## src/sv/tcw_pkg.sv

```systemverilog
// shared types and constants of the text console writer
`timescale 1ns / 1ps

package tcw_pkg;

    // fixed field widths
    localparam int CHAR_W      = 8;
    localparam int COLOR_W     = 8;
    localparam int CELL_W      = 16;
    localparam int IDX_W       = 11;
    localparam int POS_OUT_W   = 11;
    localparam int COL_OUT_W   = 7;
    localparam int ROW_OUT_W   = 5;
    localparam int S_TDATA_W   = 24;
    localparam int S_TUSER_W   = 1;
    localparam int M_TDATA_W   = 40;

    // input beat layout
    localparam int S_CHAR_LSB  = 0;
    localparam int S_IDX_LSB   = 8;

    // output beat layout
    localparam int M_POS_LSB   = 0;
    localparam int M_COL_LSB   = 11;
    localparam int M_ROW_LSB   = 18;
    localparam int M_SCR_BIT   = 23;
    localparam int M_CELL_LSB  = 24;

    // item kinds carried in tuser
    localparam logic KIND_PUT  = 1'b0;
    localparam logic KIND_READ = 1'b1;

    // control characters
    localparam logic [CHAR_W-1:0] CODE_DEL = 8'h7f;
    localparam logic [CHAR_W-1:0] CODE_BS  = 8'h08;
    localparam logic [CHAR_W-1:0] CODE_CR  = 8'h0d;
    localparam logic [CHAR_W-1:0] CODE_LF  = 8'h0a;

    // store contents
    localparam logic [CELL_W-1:0]  BLANK_CELL       = 16'h0720;
    localparam logic [CELL_W-1:0]  EMPTY_CELL       = 16'h0000;
    localparam logic [COLOR_W-1:0] TEXT_COLOR_RESET = 8'h07;

    // cursor operations
    typedef enum logic [1:0] {
        CUR_BACK,
        CUR_NEWLINE,
        CUR_ADVANCE
    } cur_op_t;

    typedef struct packed {
        logic    valid;
        cur_op_t op;
    } cur_cmd_t;

endpackage

```

## src/sv/tcw_cursor.sv

```systemverilog
// cursor column and row registers with their step logic
`timescale 1ns / 1ps

module tcw_cursor #(
    parameter int COLUMNS = 80,
    parameter int ROWS    = 25
) (
    input  logic                        clk,
    input  logic                        rst_n,
    input  tcw_pkg::cur_cmd_t           cmd,
    output logic [$clog2(COLUMNS)-1:0]  col,
    output logic [$clog2(ROWS)-1:0]     row,
    output logic [$clog2(COLUMNS*ROWS)-1:0] pos,
    output logic                        scroll
);

    localparam int COL_W  = $clog2(COLUMNS);
    localparam int ROW_W  = $clog2(ROWS);
    localparam int ADDR_W = $clog2(COLUMNS * ROWS);

    logic [COL_W-1:0] col_reg, col_next;
    logic [ROW_W-1:0] row_reg, row_next;
    logic             row_step;

    // next cursor for the requested step
    always_comb
    begin
        col_next = col_reg;
        row_next = row_reg;
        row_step = 1'b0;
        scroll   = 1'b0;
        if (cmd.valid)
        begin
            unique case (cmd.op)
                tcw_pkg::CUR_BACK:
                begin
                    if (col_reg != '0)
                    begin
                        col_next = col_reg - 1'b1;
                    end
                end
                tcw_pkg::CUR_NEWLINE:
                begin
                    col_next = '0;
                    row_step = 1'b1;
                end
                tcw_pkg::CUR_ADVANCE:
                begin
                    if (col_reg == COL_W'(COLUMNS - 1))
                    begin
                        col_next = '0;
                        row_step = 1'b1;
                    end
                    else
                    begin
                        col_next = col_reg + 1'b1;
                    end
                end
                default:
                begin
                end
            endcase
        end
        // stepping onto the last row scrolls, the row itself stays put
        if (row_step)
        begin
            if (row_reg == ROW_W'(ROWS - 2))
            begin
                scroll = 1'b1;
            end
            else
            begin
                row_next = row_reg + 1'b1;
            end
        end
    end

    always_ff @(posedge clk or negedge rst_n)
    begin
        if (!rst_n)
        begin
            col_reg <= '0;
            row_reg <= '0;
        end
        else
        begin
            col_reg <= col_next;
            row_reg <= row_next;
        end
    end

    // linear cell address of the cursor
    assign pos = ADDR_W'(row_reg) * ADDR_W'(COLUMNS) + ADDR_W'(col_reg);
    assign col = col_reg;
    assign row = row_reg;

endmodule

```

## config.mk

```make
export PLATFORM = sky130hd
export DESIGN_NAME = tcw_cursor
export DESIGN_NICKNAME = d
export VERILOG_FILES = /design/src/sv/tcw_pkg.sv /design/src/sv/tcw_cursor.sv
export SDC_FILE = /design/constraint.sdc
export NUM_CORES = 1
export LEC_CHECK = 0
export BUFFER_PORTS_ARGS = -buffer_cell sky130_fd_sc_hd__buf_4
export CORE_MARGIN = 5
export CORE_UTILIZATION = 50
export DETAILED_ROUTE_END_ITERATION = 10
export GPL_ROUTABILITY_DRIVEN = 0
export HOLD_SLACK_MARGIN = 0.08
export PLACE_DENSITY = 0.82
export SLEW_MARGIN = 20
export SYNTH_ARGS = -nofsm -noshare
export SYNTH_HDL_FRONTEND = slang
export SYNTH_SLANG_ARGS = --single-unit
```

## constraint.sdc

```tcl
create_clock -name clk -period 2.6 [get_ports clk]
set_input_delay 0.26 -clock clk [delete_from_list [all_inputs] [get_ports clk]]
set_output_delay 0.26 -clock clk [all_outputs]
set_load 0.01 [all_outputs]
```

==> results of run 1 <==
cell families after synthesis:
family / count (synthesis) / synth area share, %
mux: 3 / 2.616
simple gates: 49 / 22.48
xor+xnor: 10 / 6.783
fa+ha+maj: 19 / 19.57
buf+inv: 18 / 8.527
flops: 12 / 23.26
compound gates: 31 / 16.76
Yosys cell counts (all sizes together), types with 4 or more instances:
master | n | share of area, %
a21o | 4 | 2.3
ha | 17 | 16
nor2b | 5 | 2.4
o21ai | 11 | 4.3
xnor2 | 5 | 3.4
a21oi | 5 | 2.2
nand2 | 10 | 2.9
xor2 | 5 | 3.4
dfrtp | 12 | 23
nand3 | 7 | 2.7
buf | 6 | 3.6
nor2 | 6 | 2.3
nor3 | 5 | 1.9
inv | 9 | 2.6
or4 | 4 | 2.3
through the flow:
| step | cell area [sq um] | setup slack (ps) |
|---|---|---|
| finish | 1629 | 18.42 |
| global route | 1629 | -71.03 |
| CTS | 1579 | -34.97 |
| detailed placement | 1500 | 162.9 |
| global placement | 1500 | 258.9 |
| floorplan | 1291 | 244.0 |
cell usage in the layout, fill, tap and decap left out, types with 5 or more instances in the layout:
master / Yosys / layout
buf_4: 4 / 36
ha_1: 17 / 13
dfrtp_1: 12 / 11
nand2_1: 10 / 10
inv_1: 9 / 9
o21ai_1: 9 / 9
nand3_1: 7 / 7
nor2_1: 5 / 5
xnor2_1: 5 / 5
nor3_1: 5 / 5
layer usage:
layer	GRT usage (%)	part of all wire [%]
met5	0	0
met2	28.70	51
met1	24.29	41
met3	2.128	6.7
met4	7.121	1.7
power groups by stage:
stage               Combinational, mW  Sequential (mW)  Clock [mW]
finish                           1.57            0.407       0.152
global route                     1.73            0.423       0.166
global placement                 1.38            0.393           0
detailed placement               1.42            0.402           0
floorplan                       0.866            0.413           0
CTS                              1.47            0.403       0.154
area by class of cell:
| cell class | count | area (sq um) |
|---|---|---|
| clock buffers | 4 | 36.28 |
| fillers | 200 | 848.3 |
| inverters | 9 | 33.78 |
| multi-input cells | 112 | 939.7 |
| flip-flops and latches | 12 | 301.5 |
| well taps | 30 | 37.54 |
| repair buffers | 37 | 280.3 |
critical path: stages, from the launching register on:
cell and delay, ps:
dfrtp_2 460, ha_2 210, ha_4 170, fa_2 600, o2111ai_2 140, xnor2_1 200, xnor2_1 140, buf_4 140
worst paths after layout:
| check | slack, ps | from | endpoint |
|---|---|---|---|
| worst max-delay path | 20 | row[2] | pos[10] |
| max in group asynchronous | 2080 | rst_n | row[2] |
| worst max register to register | 590 | col[0] | col[4] |
| worst min register to register | 600 | row[2] | row[2] |
| worst min-delay path | 360 | rst_n | col[3] |
| min in group clk | 450 | cmd[2] | row[3] |
what timing repair did:
action                                  4_1_cts  5_1_grt
pin swaps                                     2        3
gates resized for setup                       6        4
buffers inserted                              0        3
hold buffers                                  1        0
endpoints found under the setup margin        1        1
endpoints found under the hold margin        12        0
==> qor.yml, run 1 <==
outcome: "finished, final reports clean"
slew_headroom_pct: 72.48
htreeDepth: 1
viasPerCell: 5.931
path_clk_slew_ps: 80
num_rows: 18
clkPwrFrac_pct: 7.1
fin_cells: 204
hold_viol_final: 0
yosys_register_bits: 12
drive_gt1_share_pct: 32.18
ys_async_sr_fraction_pct: 100.0
max_freq_ghz: 0.3874
wl_per_cell_um: 15.48
grt_overflow: 0
worstSetupStartpointType: "flop"
start_util_pct: 52.12
tritoncts: "done"
setup_tns_ps: 0
combPwrFrac_pct: 73.8
track_usage_pct: 17.83
clock_path_buffers: 2
drc: 0
ys_warn_count: 0
die_w_um: 60.82
largest_reg_flops: 7
crit_fanout: 7
drtIter0Drc: 109
min_period_over_period_pct: 99.29
cts-buffers-inserted: 3
drt-total-wl_um: 3157
dp_hpwl_um: 2363
crit_type: "reg -> out"
ioPinCount: 29
portBuffers: 28
final_util_pct: 65.76
synth.avg_cell_area_sq_um: 9.093
internal_power_mw: 1.167
p_leak_nw: 0.7728
vias: 1210
power_density_nw_per_um2: 1308
synth_cell_type_count: 44
syn_inst: 142
peakVddDrop_v: 0.001257
synth-seq-area-share_pct: 23.26
worstRegToRegCells: 6
drt_pass1_iterations: 4
worst_pin_slew_ps: 412.8
core_area_sq_um: 2477
power_mw: 2.131
p_seq_share_pct: 19.1
ant_nets: 0
min_path_type: "in -> async"
fin_skew_ps: 3.114
synthToLayoutAreaGrowth_pct: 26.16
die_y_um: 60.82
finalSetupViolations: 0
clkLatencyLatePin_ps: 280
synth_nets: 166
grt_pass1_vias: 1126
p_sw_uw: 964.2
min_period_ps: 2582
finalHoldWorstSlack_ps: 355.2
cp.arrival_ps: 2320
num-nets-final: 199
grt_max_degree: 16
placedCellCount: 196
synth_top_flop_cell: "dfrtp_1"
synth_area_sq_um: 1291
rsz0062_at_grt: "yes"
p_sw_share_pct: 45.24
cts.sinks: 12
cap_violations: 0
grt_pass1_wl_um: 5078
crit_path_end_kind: "output port"
antenna_found_initial: 0
die-area_sq_um: 3699
diodes: 0
report.final.slew_viol_count: 0
cp_data_required_time_ps: 2340
synth_edf_count: 0
cts.root.buffer_cell: "clkbuf_4"
Power figures use the tool's default switching activity.
==> run 2, diff against run 1 <==
==> constraint.sdc (replaced) <==
create_clock -name clk -period 2.6 [get_ports clk]
set_input_delay 0.13 -clock clk [delete_from_list [all_inputs] [get_ports clk]]
set_output_delay 0.13 -clock clk [all_outputs]
set_load 0.01 [all_outputs]
==> run 2 against run 1 <==
  * Cell area down 3.3%
  * Register-to-register slack better by 20 ps
  * Via count down 3.1%
  * Worst setup slack better by 21 ps
  * Critical path depth unchanged
  * Die area unchanged
==> qor.yml, run 2 (synthesis gave the netlist of run 1 again) <==
die-area_sq_um: 3699  # unchanged
report.final.slew_viol_count: 0  # unchanged
multiInputGateArea_sq_um: 899.6  # -4.3%
grt_max_degree: 16  # unchanged
dp_hpwl_um: 2295  # -2.9%
power_mw: 2.027  # -4.9%
crit_type: "reg -> out"
min_period_ps: 2560  # -21.11 ps
r2r_start: "col[0]"
seq_area_sq_um: 302.8  # +0.41%
cp_data_required_time_ps: 2470  # +130 ps
worstSetupStartpointType: "flop"
layout_common_cells: "buf_4, ha_1, nand2_1, dfrtp_1"
slew_headroom_pct: 74.67  # +2.2 points
clkLatencyLatePin_ps: 290  # about the same
grt_overflow: 0  # unchanged
crit_chain: "ha_1, ha_2, fa_2, o2111ai_2, xnor2_1, xnor2_1, buf_4"
fin_skew_ps: 5.832  # +2.718 ps
max_freq_ghz: 0.3906  # +0.82%
vias: 1173  # -3.1%
outcome: "finished, final reports clean"
num-nets-final: 197  # -1.0%
setup_tns_ps: 0  # unchanged
p_leak_nw: 0.7644  # -1.1%
final_util_pct: 63.59  # -2.2 points
crit_top_cell: "xnor2_1"
placedInstanceArea_sq_um: 1478  # -1.5%
synthToLayoutAreaGrowth_pct: 22.00
final_common_cell: "buf_4"
ioPinCount: 29  # unchanged
fin_area_sq_um: 1575  # -3.3%
critical_path.max_stage_delay_ps: 560  # -40 ps
crit_fanout: 8  # +1
path_clk_slew_ps: 80  # about the same
start_util_pct: 52.12  # unchanged
viasPerCell: 5.807  # -2.1%
cts-buffers-inserted: 3  # unchanged
fill_cells: 205  # +2.5%
antenna_found_initial: 0  # unchanged
die_y_um: 60.82  # unchanged
core_area_sq_um: 2477  # unchanged
diodes: 0  # unchanged
grt_pass1_vias: 1099  # -2.4%
drtIter0Drc: 63  # -42%
cts.root.buffer_cell: "clkbuf_4"
startpoint: "row[2]"
drc: 0  # unchanged
grt_pass1_wl_um: 5071  # -0.14%
track_usage_pct: 17.92  # +0.087 points
wl_per_cell_um: 14.84  # -4.1%
portBuffers: 28  # unchanged
power_density_nw_per_um2: 1287  # -1.7%
drt-total-wl_um: 2997  # -5.1%
clock_path_buffers: 2  # unchanged
min_path_type: "in -> async"
cp_slowest_cell: "fa_2"
die_w_um: 60.82  # unchanged
drive_gt1_share_pct: 29.65  # -2.5 points
worst_pin_slew_ps: 379.9  # -32.96 ps
largest_reg_flops: 7  # unchanged
hold_viol_final: 0  # unchanged
drt_pass1_iterations: 4  # unchanged
crit_path_end_kind: "output port"
num_rows: 18  # unchanged
cp.arrival_ps: 2430  # +110 ps
min_period_over_period_pct: 98.48  # -0.81 points
ant_nets: 0  # unchanged
tritoncts: "done"
finalSetupViolations: 0  # unchanged
cap_violations: 0  # unchanged
htreeDepth: 1  # unchanged
cts.sinks: 12  # unchanged
peakVddDrop_v: 0.001158  # -7.9%
-- run 2: cell count changes in the layout (fill, tap and decap cells not counted), sizes merged --
cell / delta
buf: -2
-- run 2: layout make-up --
type | instances | area share, %
clock buffer | 4 | 2.303
inverter | 9 | 2.145
multi-input combinational | 112 | 57.11
sequential | 12 | 19.22
tap | 30 | 2.383
timing repair buffer | 35 | 16.84
-- run 2: power by group --
part           leakage, nW  switching, mW  internal [mW]
sequential           0.146          0.149          0.267
clock               0.0210         0.0696         0.0854
combinational        0.597          0.710          0.747
total                0.764          0.928           1.10
-- run 2: final timing paths --
kind	slack [ps]	end	cells past startpoint
worst max-delay path	40	pos[10]	7
max in group asynchronous	2210	row[1]	2
worst min-delay path	220	row[4]	2
worst max register to register	610	col[4]	6
min in group clk	300	row[3]	4
worst min register to register	590	row[0]	1
-- run 2: repair_timing --
action | in CTS | in global routing
resized for setup | 4 | 2
hold buffers | 1 | 0
buffers inserted | 3 | 1
pin swaps | 2 | 3
endpoints found under the hold margin | 12 | 0
setup endpoints to repair | 1 | 1
-- run 2: worst max-delay path: cells and delay by family, from the launching register on --
family | cells | cell delay [ps]
buf+inv | 1 | 140
compound gates | 1 | 130
xor+xnor | 2 | 380
flops | 1 | 480
fa+ha+maj | 3 | 1000
-- run 2: layer usage --
layer | global-route usage (%) | wire, um | vias to the layer above
li1 | - | - | 568
met1 | 23.90 | 1291 | 562
met2 | 30.84 | 1505 | 36
met3 | 2.766 | 158 | 7
met4 | 3.406 | 42 | 0
met5 | 0 | 0 | -
-- run 2: through the flow --
stage | setup WS (ps) | cells | hold WS (ps)
5_1_grt | -33.09 | 202 | 231.1
2_1_floorplan | 374.0 | 142 | -165.6
3_5_place_dp | 177.0 | 193 | -20.36
4_1_cts | 25.96 | 201 | 230.7
6_report | 39.53 | 202 | 215.9
3_3_place_gp | 311.9 | 193 | -23.30
